## config.mk

```make
export PLATFORM = sky130hd
export DESIGN_NAME = stack_machine_alu_top
export DESIGN_NICKNAME = d
export VERILOG_FILES = /design/src/sv/smalu_pkg.sv /design/src/sv/smalu_seq.sv /design/src/sv/smalu_muldiv.sv /design/src/sv/smalu_dpath.sv /design/src/sv/stack_machine_alu_top.sv
export SDC_FILE = /design/constraint.sdc
export NUM_CORES = 2
export LEC_CHECK = 0
export BUFFER_PORTS_ARGS = -buffer_cell sky130_fd_sc_hd__buf_2
export CORE_ASPECT_RATIO = 0.9
export CORE_MARGIN = 3
export CORE_UTILIZATION = 55
export CTS_CLUSTER_SIZE = 24
export DETAILED_ROUTE_END_ITERATION = 7
export GPL_ROUTABILITY_DRIVEN = 1
export PLACE_DENSITY = 0.71
export REMOVE_ABC_BUFFERS = 1
export SLEW_MARGIN = 0
export SYNTH_ARGS = -nofsm -noshare
export SYNTH_HDL_FRONTEND = slang
export SYNTH_HIERARCHICAL = 1
export SYNTH_SLANG_ARGS = --single-unit
```

## constraint.sdc

```tcl
create_clock -name clk -period 8.11 [get_ports clk]
set_input_delay 2.0275 -clock clk [delete_from_list [all_inputs] [get_ports clk]]
set_output_delay 2.0275 -clock clk [all_outputs]
set_load 0.01 [all_outputs]
```

## src/sv/smalu_pkg.sv

```systemverilog
package smalu_pkg;

  // default configuration
  localparam int DEF_STACK_DEPTH = 64;
  localparam int DEF_DATA_WIDTH  = 32;

  // fixed field widths at the ports
  localparam int CMD_W    = 4;
  localparam int OPND_W   = 32;
  localparam int TOP_W    = 32;
  localparam int DEPTH_W  = 7;
  localparam int STATUS_W = 2;

  // microprogram counter
  localparam int UPC_W = 5;

  typedef enum logic [CMD_W-1:0] {
    CMD_CONST = 4'd0,
    CMD_ADD   = 4'd1,
    CMD_SUB   = 4'd2,
    CMD_MUL   = 4'd3,
    CMD_DIV   = 4'd4,
    CMD_MAX   = 4'd5,
    CMD_MIN   = 4'd6,
    CMD_NEG   = 4'd7,
    CMD_DUP   = 4'd8,
    CMD_SWAP  = 4'd9
  } cmd_t;

  typedef enum logic [STATUS_W-1:0] {
    ST_OK    = 2'd0,
    ST_UNDER = 2'd1,
    ST_OVER  = 2'd2,
    ST_DIVZ  = 2'd3
  } status_t;

  // jump conditions
  typedef enum logic [2:0] {
    C_NONE,
    C_EMPTY,
    C_LT2,
    C_FULL,
    C_DIVZ,
    C_MDBUSY
  } cond_t;

  typedef enum logic [1:0] {
    MW_NONE,
    MW_PUSH,
    MW_NOS
  } mem_wr_t;

  typedef enum logic [2:0] {
    TS_KEEP,
    TS_OPND,
    TS_NEG,
    TS_ALU,
    TS_NOS,
    TS_MD
  } tos_sel_t;

  typedef enum logic [1:0] {
    CO_KEEP,
    CO_INC,
    CO_DEC
  } cnt_op_t;

  typedef struct packed {
    cond_t             cond;
    logic [UPC_W-1:0]  target;
    logic              mem_rd;
    mem_wr_t           mem_wr;
    tos_sel_t          tos_sel;
    cnt_op_t           cnt_op;
    logic              md_start;
    logic              done;
    status_t           status;
  } uword_t;

  typedef struct packed {
    logic   en;
    uword_t uw;
  } ctl_t;

  typedef struct packed {
    logic empty;
    logic lt2;
    logic full;
    logic divz;
    logic md_busy;
    logic res_blocked;
  } flags_t;

  // microprogram entry points and step addresses
  localparam logic [UPC_W-1:0] UA_CONST     = 5'd0;
  localparam logic [UPC_W-1:0] UA_CONST_DO  = 5'd1;
  localparam logic [UPC_W-1:0] UA_DUP       = 5'd2;
  localparam logic [UPC_W-1:0] UA_DUP_FULL  = 5'd3;
  localparam logic [UPC_W-1:0] UA_DUP_DO    = 5'd4;
  localparam logic [UPC_W-1:0] UA_NEG       = 5'd5;
  localparam logic [UPC_W-1:0] UA_NEG_DO    = 5'd6;
  localparam logic [UPC_W-1:0] UA_SWAP      = 5'd7;
  localparam logic [UPC_W-1:0] UA_SWAP_DO   = 5'd8;
  localparam logic [UPC_W-1:0] UA_ARITH     = 5'd9;
  localparam logic [UPC_W-1:0] UA_ARITH_DO  = 5'd10;
  localparam logic [UPC_W-1:0] UA_MD        = 5'd11;
  localparam logic [UPC_W-1:0] UA_MD_CHK    = 5'd12;
  localparam logic [UPC_W-1:0] UA_MD_GO     = 5'd13;
  localparam logic [UPC_W-1:0] UA_MD_WAIT   = 5'd14;
  localparam logic [UPC_W-1:0] UA_MD_DO     = 5'd15;
  localparam logic [UPC_W-1:0] UA_ERR_UNDER = 5'd16;
  localparam logic [UPC_W-1:0] UA_ERR_OVER  = 5'd17;
  localparam logic [UPC_W-1:0] UA_ERR_DIVZ  = 5'd18;
  localparam logic [UPC_W-1:0] UA_NOP       = 5'd19;

  function automatic logic [UPC_W-1:0] dispatch(input logic [CMD_W-1:0] cmd);
    logic [UPC_W-1:0] a;
    case (cmd)
      CMD_CONST:                         a = UA_CONST;
      CMD_DUP:                           a = UA_DUP;
      CMD_NEG:                           a = UA_NEG;
      CMD_SWAP:                          a = UA_SWAP;
      CMD_ADD, CMD_SUB, CMD_MAX, CMD_MIN: a = UA_ARITH;
      CMD_MUL, CMD_DIV:                  a = UA_MD;
      default:                           a = UA_NOP;
    endcase
    return a;
  endfunction

  // control store
  function automatic uword_t ucode_rom(input logic [UPC_W-1:0] a);
    uword_t w;
    w = '0;
    case (a)
      UA_CONST: begin
        w.cond = C_FULL;  w.target = UA_ERR_OVER;
      end
      UA_CONST_DO: begin
        w.mem_wr = MW_PUSH; w.tos_sel = TS_OPND; w.cnt_op = CO_INC; w.done = 1'b1;
      end
      UA_DUP: begin
        w.cond = C_EMPTY; w.target = UA_ERR_UNDER;
      end
      UA_DUP_FULL: begin
        w.cond = C_FULL;  w.target = UA_ERR_OVER;
      end
      UA_DUP_DO: begin
        w.mem_wr = MW_PUSH; w.cnt_op = CO_INC; w.done = 1'b1;
      end
      UA_NEG: begin
        w.cond = C_EMPTY; w.target = UA_ERR_UNDER;
      end
      UA_NEG_DO: begin
        w.tos_sel = TS_NEG; w.done = 1'b1;
      end
      UA_SWAP: begin
        w.cond = C_LT2;   w.target = UA_ERR_UNDER; w.mem_rd = 1'b1;
      end
      UA_SWAP_DO: begin
        w.mem_wr = MW_NOS; w.tos_sel = TS_NOS; w.done = 1'b1;
      end
      UA_ARITH: begin
        w.cond = C_LT2;   w.target = UA_ERR_UNDER; w.mem_rd = 1'b1;
      end
      UA_ARITH_DO: begin
        w.tos_sel = TS_ALU; w.cnt_op = CO_DEC; w.done = 1'b1;
      end
      UA_MD: begin
        w.cond = C_LT2;   w.target = UA_ERR_UNDER; w.mem_rd = 1'b1;
      end
      UA_MD_CHK: begin
        w.cond = C_DIVZ;  w.target = UA_ERR_DIVZ;
      end
      UA_MD_GO: begin
        w.md_start = 1'b1;
      end
      UA_MD_WAIT: begin
        w.cond = C_MDBUSY; w.target = UA_MD_WAIT;
      end
      UA_MD_DO: begin
        w.tos_sel = TS_MD; w.cnt_op = CO_DEC; w.done = 1'b1;
      end
      UA_ERR_UNDER: begin
        w.done = 1'b1; w.status = ST_UNDER;
      end
      UA_ERR_OVER: begin
        w.done = 1'b1; w.status = ST_OVER;
      end
      UA_ERR_DIVZ: begin
        w.done = 1'b1; w.status = ST_DIVZ;
      end
      default: begin
        w.done = 1'b1;
      end
    endcase
    return w;
  endfunction

endpackage

```

## src/sv/smalu_seq.sv

```systemverilog
module smalu_seq (
  input  logic                                clk,
  input  logic                                rst,
  input  logic                                cmd_valid,
  output logic                                cmd_ready,
  input  logic [smalu_pkg::CMD_W-1:0]         command,
  input  smalu_pkg::flags_t                   flags,
  output smalu_pkg::ctl_t                     ctl
);

  logic                         busy;
  logic [smalu_pkg::UPC_W-1:0]  upc;
  smalu_pkg::uword_t            uw;
  logic                         cond_true;
  logic                         stall;

  assign uw = smalu_pkg::ucode_rom(upc);

  always_comb begin
    case (uw.cond)
      smalu_pkg::C_EMPTY:  cond_true = flags.empty;
      smalu_pkg::C_LT2:    cond_true = flags.lt2;
      smalu_pkg::C_FULL:   cond_true = flags.full;
      smalu_pkg::C_DIVZ:   cond_true = flags.divz;
      smalu_pkg::C_MDBUSY: cond_true = flags.md_busy;
      default:             cond_true = 1'b0;
    endcase
  end

  // a finishing step waits while the result register is still occupied
  assign stall     = uw.done && flags.res_blocked;
  assign ctl.en    = busy && !stall;
  assign ctl.uw    = uw;
  assign cmd_ready = !busy;

  always_ff @(posedge clk) begin
    if (rst) begin
      busy <= 1'b0;
      upc  <= '0;
    end else if (!busy) begin
      if (cmd_valid) begin
        busy <= 1'b1;
        upc  <= smalu_pkg::dispatch(command);
      end
    end else if (!stall) begin
      if (uw.done) begin
        busy <= 1'b0;
      end else if (cond_true) begin
        upc <= uw.target;
      end else begin
        upc <= upc + smalu_pkg::UPC_W'(1);
      end
    end
  end

`ifndef SYNTHESIS
  a_busy_ends_on_done: assert property (@(posedge clk) disable iff (rst)
    $fell(busy) && !$past(rst) |-> $past(ctl.en && uw.done))
    else $error("sequencer left busy without a finishing step");
`endif

endmodule

```

## src/sv/smalu_muldiv.sv

```systemverilog
module smalu_muldiv #(
  parameter int DATA_WIDTH = smalu_pkg::DEF_DATA_WIDTH
) (
  input  logic                  clk,
  input  logic                  rst,
  input  logic                  start,
  input  logic                  is_div,
  input  logic [DATA_WIDTH-1:0] a,
  input  logic [DATA_WIDTH-1:0] b,
  output logic                  busy,
  output logic [DATA_WIDTH-1:0] result
);

  localparam int CNT_W = $clog2(DATA_WIDTH + 1);

  logic [CNT_W-1:0]      cnt;
  logic                  div_mode;
  logic                  neg_q;
  logic [DATA_WIDTH-1:0] acc;   // product or partial remainder
  logic [DATA_WIDTH-1:0] x;     // multiplicand or quotient/dividend
  logic [DATA_WIDTH-1:0] y;     // multiplier or divisor magnitude

  logic [DATA_WIDTH-1:0] mag_a;
  logic [DATA_WIDTH-1:0] mag_b;
  logic [DATA_WIDTH:0]   rem_sh;
  logic [DATA_WIDTH:0]   trial;

  assign mag_a  = a[DATA_WIDTH-1] ? -a : a;
  assign mag_b  = b[DATA_WIDTH-1] ? -b : b;
  assign rem_sh = {acc, x[DATA_WIDTH-1]};
  assign trial  = rem_sh - {1'b0, y};

  assign busy   = (cnt != '0);
  assign result = div_mode ? (neg_q ? -x : x) : acc;

  always_ff @(posedge clk) begin
    if (rst) begin
      cnt <= '0;
    end else if (start) begin
      cnt <= CNT_W'(DATA_WIDTH);
    end else if (busy) begin
      cnt <= cnt - CNT_W'(1);
    end
  end

  always_ff @(posedge clk) begin
    if (start) begin
      div_mode <= is_div;
      neg_q    <= a[DATA_WIDTH-1] ^ b[DATA_WIDTH-1];
      acc      <= '0;
      x        <= is_div ? mag_a : a;
      y        <= is_div ? mag_b : b;
    end else if (busy) begin
      if (div_mode) begin
        // restoring step, one quotient bit
        if (!trial[DATA_WIDTH]) begin
          acc <= trial[DATA_WIDTH-1:0];
          x   <= {x[DATA_WIDTH-2:0], 1'b1};
        end else begin
          acc <= rem_sh[DATA_WIDTH-1:0];
          x   <= {x[DATA_WIDTH-2:0], 1'b0};
        end
      end else begin
        // shift-add, low bits only
        acc <= acc + (y[0] ? x : '0);
        x   <= x << 1;
        y   <= y >> 1;
      end
    end
  end

endmodule

```

## src/sv/smalu_dpath.sv

```systemverilog
module smalu_dpath #(
  parameter int STACK_DEPTH = smalu_pkg::DEF_STACK_DEPTH,
  parameter int DATA_WIDTH  = smalu_pkg::DEF_DATA_WIDTH
) (
  input  logic                                clk,
  input  logic                                rst,
  input  logic                                accept,
  input  logic [smalu_pkg::CMD_W-1:0]         command,
  input  logic signed [smalu_pkg::OPND_W-1:0] operand,
  input  smalu_pkg::ctl_t                     ctl,
  input  logic                                md_busy,
  input  logic [DATA_WIDTH-1:0]               md_result,
  output logic                                md_start,
  output logic                                md_is_div,
  output logic [DATA_WIDTH-1:0]               md_a,
  output logic [DATA_WIDTH-1:0]               md_b,
  output smalu_pkg::flags_t                   flags,
  input  logic                                res_ready,
  output logic                                res_valid,
  output logic signed [smalu_pkg::TOP_W-1:0]  top_value,
  output logic [smalu_pkg::DEPTH_W-1:0]       depth,
  output logic [smalu_pkg::STATUS_W-1:0]      status
);

  localparam int AW = $clog2(STACK_DEPTH);
  localparam int CW = $clog2(STACK_DEPTH + 1);

  logic [smalu_pkg::CMD_W-1:0]         cmd_q;
  logic signed [smalu_pkg::OPND_W-1:0] opnd_q;
  logic [CW-1:0]                       count;
  logic [CW-1:0]                       count_next;
  logic [DATA_WIDTH-1:0]               tos;
  logic [DATA_WIDTH-1:0]               tos_next;
  logic [DATA_WIDTH-1:0]               nos_q;
  logic [DATA_WIDTH-1:0]               stack_store [STACK_DEPTH];

  logic [CW-1:0]                       idx_push;
  logic [CW-1:0]                       idx_nos;
  logic signed [DATA_WIDTH-1:0]        opnd_ext;
  logic [DATA_WIDTH-1:0]               alu_res;
  logic                                a_lt_b;

  assign idx_push = count - CW'(1);
  assign idx_nos  = count - CW'(2);
  assign opnd_ext = DATA_WIDTH'(opnd_q);
  assign a_lt_b   = $signed(tos) < $signed(nos_q);

  always_ff @(posedge clk) begin
    if (accept) begin
      cmd_q  <= command;
      opnd_q <= operand;
    end
  end

  // top is a, next is b
  always_comb begin
    case (cmd_q)
      smalu_pkg::CMD_ADD: alu_res = tos + nos_q;
      smalu_pkg::CMD_SUB: alu_res = tos - nos_q;
      smalu_pkg::CMD_MAX: alu_res = a_lt_b ? nos_q : tos;
      default:            alu_res = a_lt_b ? tos : nos_q;
    endcase
  end

  always_comb begin
    case (ctl.uw.tos_sel)
      smalu_pkg::TS_OPND: tos_next = opnd_ext;
      smalu_pkg::TS_NEG:  tos_next = -tos;
      smalu_pkg::TS_ALU:  tos_next = alu_res;
      smalu_pkg::TS_NOS:  tos_next = nos_q;
      smalu_pkg::TS_MD:   tos_next = md_result;
      default:            tos_next = tos;
    endcase
  end

  always_comb begin
    case (ctl.uw.cnt_op)
      smalu_pkg::CO_INC: count_next = count + CW'(1);
      smalu_pkg::CO_DEC: count_next = count - CW'(1);
      default:           count_next = count;
    endcase
  end

  always_ff @(posedge clk) begin
    if (rst) begin
      count <= '0;
    end else if (ctl.en) begin
      count <= count_next;
    end
  end

  always_ff @(posedge clk) begin
    if (ctl.en) begin
      tos <= tos_next;
    end
  end

  // stack below the top; the top itself lives in tos
  always_ff @(posedge clk) begin
    if (ctl.en) begin
      if (ctl.uw.mem_wr == smalu_pkg::MW_PUSH && count != '0) begin
        stack_store[idx_push[AW-1:0]] <= tos;
      end else if (ctl.uw.mem_wr == smalu_pkg::MW_NOS) begin
        stack_store[idx_nos[AW-1:0]] <= tos;
      end
    end
  end

  always_ff @(posedge clk) begin
    if (ctl.en && ctl.uw.mem_rd) begin
      nos_q <= stack_store[idx_nos[AW-1:0]];
    end
  end

  assign md_start  = ctl.en && ctl.uw.md_start;
  assign md_is_div = (cmd_q == smalu_pkg::CMD_DIV);
  assign md_a      = tos;
  assign md_b      = nos_q;

  assign flags.empty       = (count == '0);
  assign flags.lt2         = (count < CW'(2));
  assign flags.full        = (count >= CW'(STACK_DEPTH));
  assign flags.divz        = (cmd_q == smalu_pkg::CMD_DIV) && (nos_q == '0);
  assign flags.md_busy     = md_busy;
  assign flags.res_blocked = res_valid && !res_ready;

  always_ff @(posedge clk) begin
    if (rst) begin
      res_valid <= 1'b0;
    end else if (ctl.en && ctl.uw.done) begin
      res_valid <= 1'b1;
    end else if (res_ready) begin
      res_valid <= 1'b0;
    end
  end

  always_ff @(posedge clk) begin
    if (ctl.en && ctl.uw.done) begin
      top_value <= (count_next != '0) ? smalu_pkg::TOP_W'($signed(tos_next)) : '0;
      depth     <= smalu_pkg::DEPTH_W'(count_next);
      status    <= ctl.uw.status;
    end
  end

`ifndef SYNTHESIS
  a_count_bound: assert property (@(posedge clk) disable iff (rst)
    count <= CW'(STACK_DEPTH))
    else $error("stack count above depth");

  a_no_push_full: assert property (@(posedge clk) disable iff (rst)
    ctl.en && ctl.uw.cnt_op == smalu_pkg::CO_INC |-> !flags.full)
    else $error("push on a full stack");

  a_no_pop_short: assert property (@(posedge clk) disable iff (rst)
    ctl.en && ctl.uw.cnt_op == smalu_pkg::CO_DEC |-> !flags.lt2)
    else $error("pop with fewer than two values");

  a_md_done: assert property (@(posedge clk) disable iff (rst)
    ctl.en && ctl.uw.tos_sel == smalu_pkg::TS_MD |-> !md_busy)
    else $error("mul/div result taken while unit busy");
`endif

endmodule

```

## src/sv/stack_machine_alu_top.sv

```systemverilog
// integer stack machine: one instruction per command transaction, one result
// transaction per instruction
// command channel: cmd_valid/cmd_ready carry command (0 CONST .. 9 SWAP) and
//   operand (pushed by CONST only); codes 10 to 15 are a no-op
// result channel: res_valid/res_ready carry top_value (0 on an empty stack),
//   depth and status (ok, underflow, overflow, divide by zero); on an error
//   the stack is left as it was
// sequencing: a microcoded sequencer walks a short program for each command;
//   MUL and DIV run longest, iterating in the shared shift-add / restoring
//   divide unit, which sets the worst case; cmd_ready is high only between
//   instructions, so a new command is not taken until the current program
//   has finished
// the result is registered and appears the cycle after the final step
// stall: while a result waits for res_ready the next instruction still runs,
//   holding only at its final step until the result register frees
// reset: synchronous, clears the sequencer, the stack count and res_valid;
//   stack entries need no clearing since only pushed entries are ever used
module stack_machine_alu_top #(
  parameter int STACK_DEPTH = smalu_pkg::DEF_STACK_DEPTH,
  parameter int DATA_WIDTH  = smalu_pkg::DEF_DATA_WIDTH
) (
  input  logic                                clk,
  input  logic                                rst,
  input  logic                                cmd_valid,
  output logic                                cmd_ready,
  input  logic [smalu_pkg::CMD_W-1:0]         command,
  input  logic signed [smalu_pkg::OPND_W-1:0] operand,
  output logic                                res_valid,
  input  logic                                res_ready,
  output logic signed [smalu_pkg::TOP_W-1:0]  top_value,
  output logic [smalu_pkg::DEPTH_W-1:0]       depth,
  output logic [smalu_pkg::STATUS_W-1:0]      status
);

  smalu_pkg::ctl_t       ctl;
  smalu_pkg::flags_t     flags;
  logic                  accept;
  logic                  md_start;
  logic                  md_is_div;
  logic                  md_busy;
  logic [DATA_WIDTH-1:0] md_a;
  logic [DATA_WIDTH-1:0] md_b;
  logic [DATA_WIDTH-1:0] md_result;

  // command transaction completes here
  assign accept = cmd_valid && cmd_ready;

  // step counter and control store
  smalu_seq u_seq (
    .clk       (clk),
    .rst       (rst),
    .cmd_valid (cmd_valid),
    .cmd_ready (cmd_ready),
    .command   (command),
    .flags     (flags),
    .ctl       (ctl)
  );

  // stack memory, top-of-stack register, alu and result register
  smalu_dpath #(
    .STACK_DEPTH (STACK_DEPTH),
    .DATA_WIDTH  (DATA_WIDTH)
  ) u_dpath (
    .clk       (clk),
    .rst       (rst),
    .accept    (accept),
    .command   (command),
    .operand   (operand),
    .ctl       (ctl),
    .md_busy   (md_busy),
    .md_result (md_result),
    .md_start  (md_start),
    .md_is_div (md_is_div),
    .md_a      (md_a),
    .md_b      (md_b),
    .flags     (flags),
    .res_ready (res_ready),
    .res_valid (res_valid),
    .top_value (top_value),
    .depth     (depth),
    .status    (status)
  );

  // one bit per cycle multiply / divide
  smalu_muldiv #(
    .DATA_WIDTH (DATA_WIDTH)
  ) u_muldiv (
    .clk    (clk),
    .rst    (rst),
    .start  (md_start),
    .is_div (md_is_div),
    .a      (md_a),
    .b      (md_b),
    .busy   (md_busy),
    .result (md_result)
  );

endmodule
```

== Word level (Yosys, flattened, before mapping) ==
Memories as Yosys holds them, arrays and structs flattened. A register that Yosys moved wholly into a read port is not among the register bits.
Index checks and enable logic that the tools add are counted.

* Register bits: 227
* Bits in writable memories: 2048
* Bits in read-only memories: 80
* Input bits: 40
* Output and inout port bits: 43
* Logic and storage cells: 158
* Memories: 2

{| class="wikitable"
|+ Memories
! name !! words !! bits a word !! read ports !! clocked after Yosys merged registers in !! write ports !! RTL line !! text
|-
| u_dpath.stack_store || 64 || 32 || 1 || 1 || 1 || smalu_dpath.sv:35 || <nowiki>logic [DATA_WIDTH-1:0] stack_store [STACK_DEPTH];</nowiki>
|-
| (no name shown) || 16 || 5 || 1 || 0 || 0 || smalu_pkg.sv:118 || <nowiki>case (cmd)</nowiki>
|}

* Add/sub/neg operators: 12
* $lt $le $gt $ge: 3
* Eq/ne operators: 39
* Muxes and demuxes: 53
* Bitwise gates (word level): 1
* Reduce and logical (&&, ||, !) cells: 31

{| class="wikitable"
|+ Operators with widths
! cell !! number
|-
| 32-bit 2-to-1 mux || 17
|-
| 32-bit one-hot mux with 5 select lines || 1
|-
| 32-bit negator || 3
|-
| 32-bit one-hot mux with 3 select lines || 1
|-
| 32-bit adder || 2
|-
| 5-bit by 4-bit equality test with 1-bit output, second input constant || 8
|-
| 8-bit one-hot mux with 5 select lines || 1
|-
| 33-bit by 32-bit subtractor with 33-bit output || 1
|-
| 32-bit zero test || 1
|-
| 32-bit less-than comparator || 1
|-
| 32-bit OR reduction || 1
|-
| 32-bit subtractor || 1
|-
| 5-bit 2-to-1 mux || 5
|-
| 5-bit by 3-bit equality test with 1-bit output, second input constant || 4
|-
| 1-bit 2-to-1 mux || 19
|-
| 6-bit 2-to-1 mux || 3
|-
| 5-bit equality test, second input constant || 3
|-
| 3-bit one-hot mux with 5 select lines || 1
|-
| 7-bit one-hot mux with 2 select lines || 1
|-
| 7-bit nonzero test || 2
|-
| 3-bit by 2-bit equality test with 1-bit output, second input constant || 4
|-
| 3-bit equality test, second input constant || 4
|-
| 5-bit by 2-bit equality test with 1-bit output, second input constant || 2
|-
| 10-bit OR reduction || 1
|-
| 29 further kinds || 52
|}

== Logic depth before layout (Yosys ltp) ==
* Depth after elaboration: 10
* Depth in mapped cells: 19
* Mapped depth without buffers: 19

== By module ==
The synthesis kept the hierarchy.

{| class="wikitable"
|+ Modules (own cells, without submodules)
! module !! instances !! cells each !! area an instance (µm²) !! seq. area each (µm²)
|-
| smalu_dpath || 1 || 4440 || 90156.5 || 65893.2
|-
| smalu_muldiv || 1 || 1324 || 10359.9 || 2742.6
|-
| smalu_seq || 1 || 117 || 894.6 || 120.1
|-
| stack_machine_alu_top || 1 || 1 || 6.3 || 0.0
|}

== Worst setup path after synthesis ==
Ideal clock, no wire load.

* Kind: input to register
* Start point: input port res_ready
* End point: memory u_dpath/stack_store[55][0] (netlist bit), enable pin
* Arrival: 6.602 ns
* Data required time: 7.689 ns
* Setup slack: 1.087 ns
* Stages: 7
* Buffers on the path: 0
* Cell sequence: nor2b_1 a21oi_1 nand2_1 a21oi_1 xor2_1 nand3_1 nor2_1

{| class="wikitable"
|+ RTL lines
! element !! RTL line !! text
|-
| start: declaration || stack_machine_alu_top.sv:29 || <nowiki>input logic res_ready,</nowiki>
|-
| end: declaration || smalu_dpath.sv:35 ||
|}

==> results.md <==
- Initial Util: 55.70%
- DR iter-0 viols: roughly 8700
- Clock latency on the worst-skew pair: 0.85 ns
- Mapped Cells: 5879
- Peak supply drop: 0.3073 mV
- Setup Skew: between 0.05 and 0.06 ns
- Worst path max stage delay: approximately 1.2 ns
- Syn Std Cell Area: 101400 sq um
- CTS clk-pin slew, worst paths: 0.06 ns
- RR Startpoint: u_seq/upc[2]
- Die W: 458.6 microns
- Core ar.: 182000 sq um
- Maxcap violations: 0
- I/O Buffers: 82
- Initial antenna violation count: 15
- H-tree depth: 4
- Placer Congestion: 0.9699
- CP max stage cell: nor2_4
- All-Layer GR Usage: 29.87%
- Post-route core utilization: 61.72%
- Vias: 59030
- Final worst-path cycle share: 67.76%
- Worst-margin pin slew: 1.309 ns
- YS warnings: 6
- Die area: 189600 sq um
- Hold Vio Cnt, Final: 0
- Final setup violating endpoints: 0
- Power per cell area: 304.7 nW/um^2
- CTS Root Cell: clkbuf_16
- First-pass GRT wire length: just over 400 mm
- RSZ-0062 raised after global routing: false
- Final net count: 6195
- Layout area overhead: 10.79%
- Hold Path End: u_muldiv/cnt[1]
- CTS Buf Count: 215
- Num ports: 83
- Routed length per instance: 32.91 microns
- CTS sink cnt: approximately 2300
- Worst hold slack: approximately 0.53 ns
- Post-CTS Hold Fix Bufs: 0
- Worst hold start: u_muldiv/cnt[1]
- R2r setup slk: 2.61 ns
- Die height: 413.3 microns
- Post_cts resized: 0
- Worst reg2reg path depth: 10
- Worst Path Required: 8.68 ns
- Final Max Slew Viols: 0
- Status: complete, but fails checks
- Total Wirelength: 283.0 mm
- Crit path launch type: flip-flop
- Number of global-route vias before repair: 55590
- Setup TNS: 0 ns
- Overflow left after global routing: 0
- Worst-path cell chain: o21ai_0 -> a2111oi_2 -> nor2_2 -> a21oi_4 -> nand2_1 -> o21ai_0 -> and2_1 -> nand2_1 -> nor2_4 -> buf_4
- Max Freq: 0.1820 GHz
- DRC Markers: 2
- Final Total Pwr: 34230 uW
- Kind of end point of the critical path: flip-flop
- Minimum clock period: approximately 5.5 ns
- Share of cells above drive strength 1: between 20% and 30%
- Failing checks: design-rule violations
- Worst endpoint data arrival time: 6.06 ns
- Kind of critical path: reg2reg
- CP max FO: 30
- Avg Cell Area, Syn: 17.25 sq um
- CTS tree: done
- DP Wirelength: 178.6 mm
- Worst slew margin: 12.50%
- Vias per Instance: slightly below 7
- Postcts setup bufs: 0
- FF-to-FF End: u_dpath/stack_store[13][22]
- Max Root-Sink Buffers: 3
- Hold Crit Class: reg2reg
- Largest net degree at the start of global routing: 153
- Leak pwr: 0.03546 uW
- Cell family with most CP delay: simple AND/OR/NAND/NOR gates
- Worst path bufs/invs: 1
- Routed Antenna Nets: 0
- DR pass1 iterations: 8
- Hold Path Stages: 2
- Row count: 148
power by group:
part	switching, uW	internal [uW]
Combinational	5940	2880
Sequential	566	14700
Clock	4430	5770
Total	10900	23300
worst register-to-register path: cells and delay by family, from the launching register on:
family,cells,cell delay [ns]
flip-flops,1,0.73
AND/OR/NAND/NOR,5,2.54
buffers and inverters,1,0.31
AO/OA/AOI/OAI,4,1.66
flip-flops by register name (all words and copies together) (netlist names), 32 cells and up:
| name | cells |
|---|---|
| u_dpath/md_b | 32 |
| u_dpath/stack_store | 2048 |
| u_muldiv/acc | 32 |
| u_dpath/md_a | 32 |
| u_muldiv/x | 32 |
| u_muldiv/y | 32 |
| u_dpath/opnd_ext | 32 |
| u_dpath/top_value | 32 |
routing by layer:
| layer | part of all wire, % | global-route usage, % | wire, microns |
|---|---|---|---|
| met5 | 0.024 | 0 | 68 |
| met3 | 13 | 7.780 | 35800 |
| met2 | 44 | 43.34 | 125000 |
| met4 | 3.2 | 8.781 | 8953 |
| met1 | 40 | 45.04 | 113100 |
area by class of cell:
type                            count  area [sq um]
Fill cell                       12720         69690
Sequential cell                  2307         68760
Multi-Input combinational cell   3102         31300
Clock buffer                      263          5560
Tap cell                         2400          3003
Clock inverter                    139          1600
Timing Repair Buffer              224          1514
Inverter                          158         593.1
Antenna cell                        6         15.01
cell usage in the layout (no fill, tap or decap), types with 47 or more instances in the layout:
master / count
nand3_1: 58
buf_2: 82
clkbuf_1: 48
o21ai_0: 164
xnor2_1: 104
a21oi_1: 343
nor2_1: 292
dfxtp_1: 50
clkbuf_16: 215
nor4_1: 47
and2_1: 66
ha_1: 142
nor2_4: 64
mux4_2: 654
buf_4: 139
nand2_1: 206
inv_1: 156
a21o_1: 59
nor3_1: 70
edfxtp_1: 2255
xor2_1: 73
through the flow:
step	std cells	worst slack, ns	cell area, sq um
after floorplan	5567	-18.69	100000
after global placement	8191	2.280	105200
after detailed placement	8191	2.283	105200
after CTS	8593	2.709	112300
after global routing	8593	2.369	112300
final	8599	2.615	112300
worst max-delay path by stage:
stage	from	endpoint	slack (ns)	cells past startpoint
after floorplan	u_dpath/count[0]	u_dpath/stack_store[22][0]	-18.69	10
after global placement	res_ready	u_dpath/stack_store[5][10]	2.28	9
after detailed placement	res_ready	u_dpath/stack_store[13][20]	2.28	9
after CTS	u_seq/upc[0]	u_dpath/stack_store[13][22]	2.71	12
after global routing	u_seq/upc[0]	u_dpath/stack_store[13][22]	2.37	12
final	u_seq/upc[2]	u_dpath/stack_store[13][22]	2.61	10
Power figures use the tool's default switching activity.
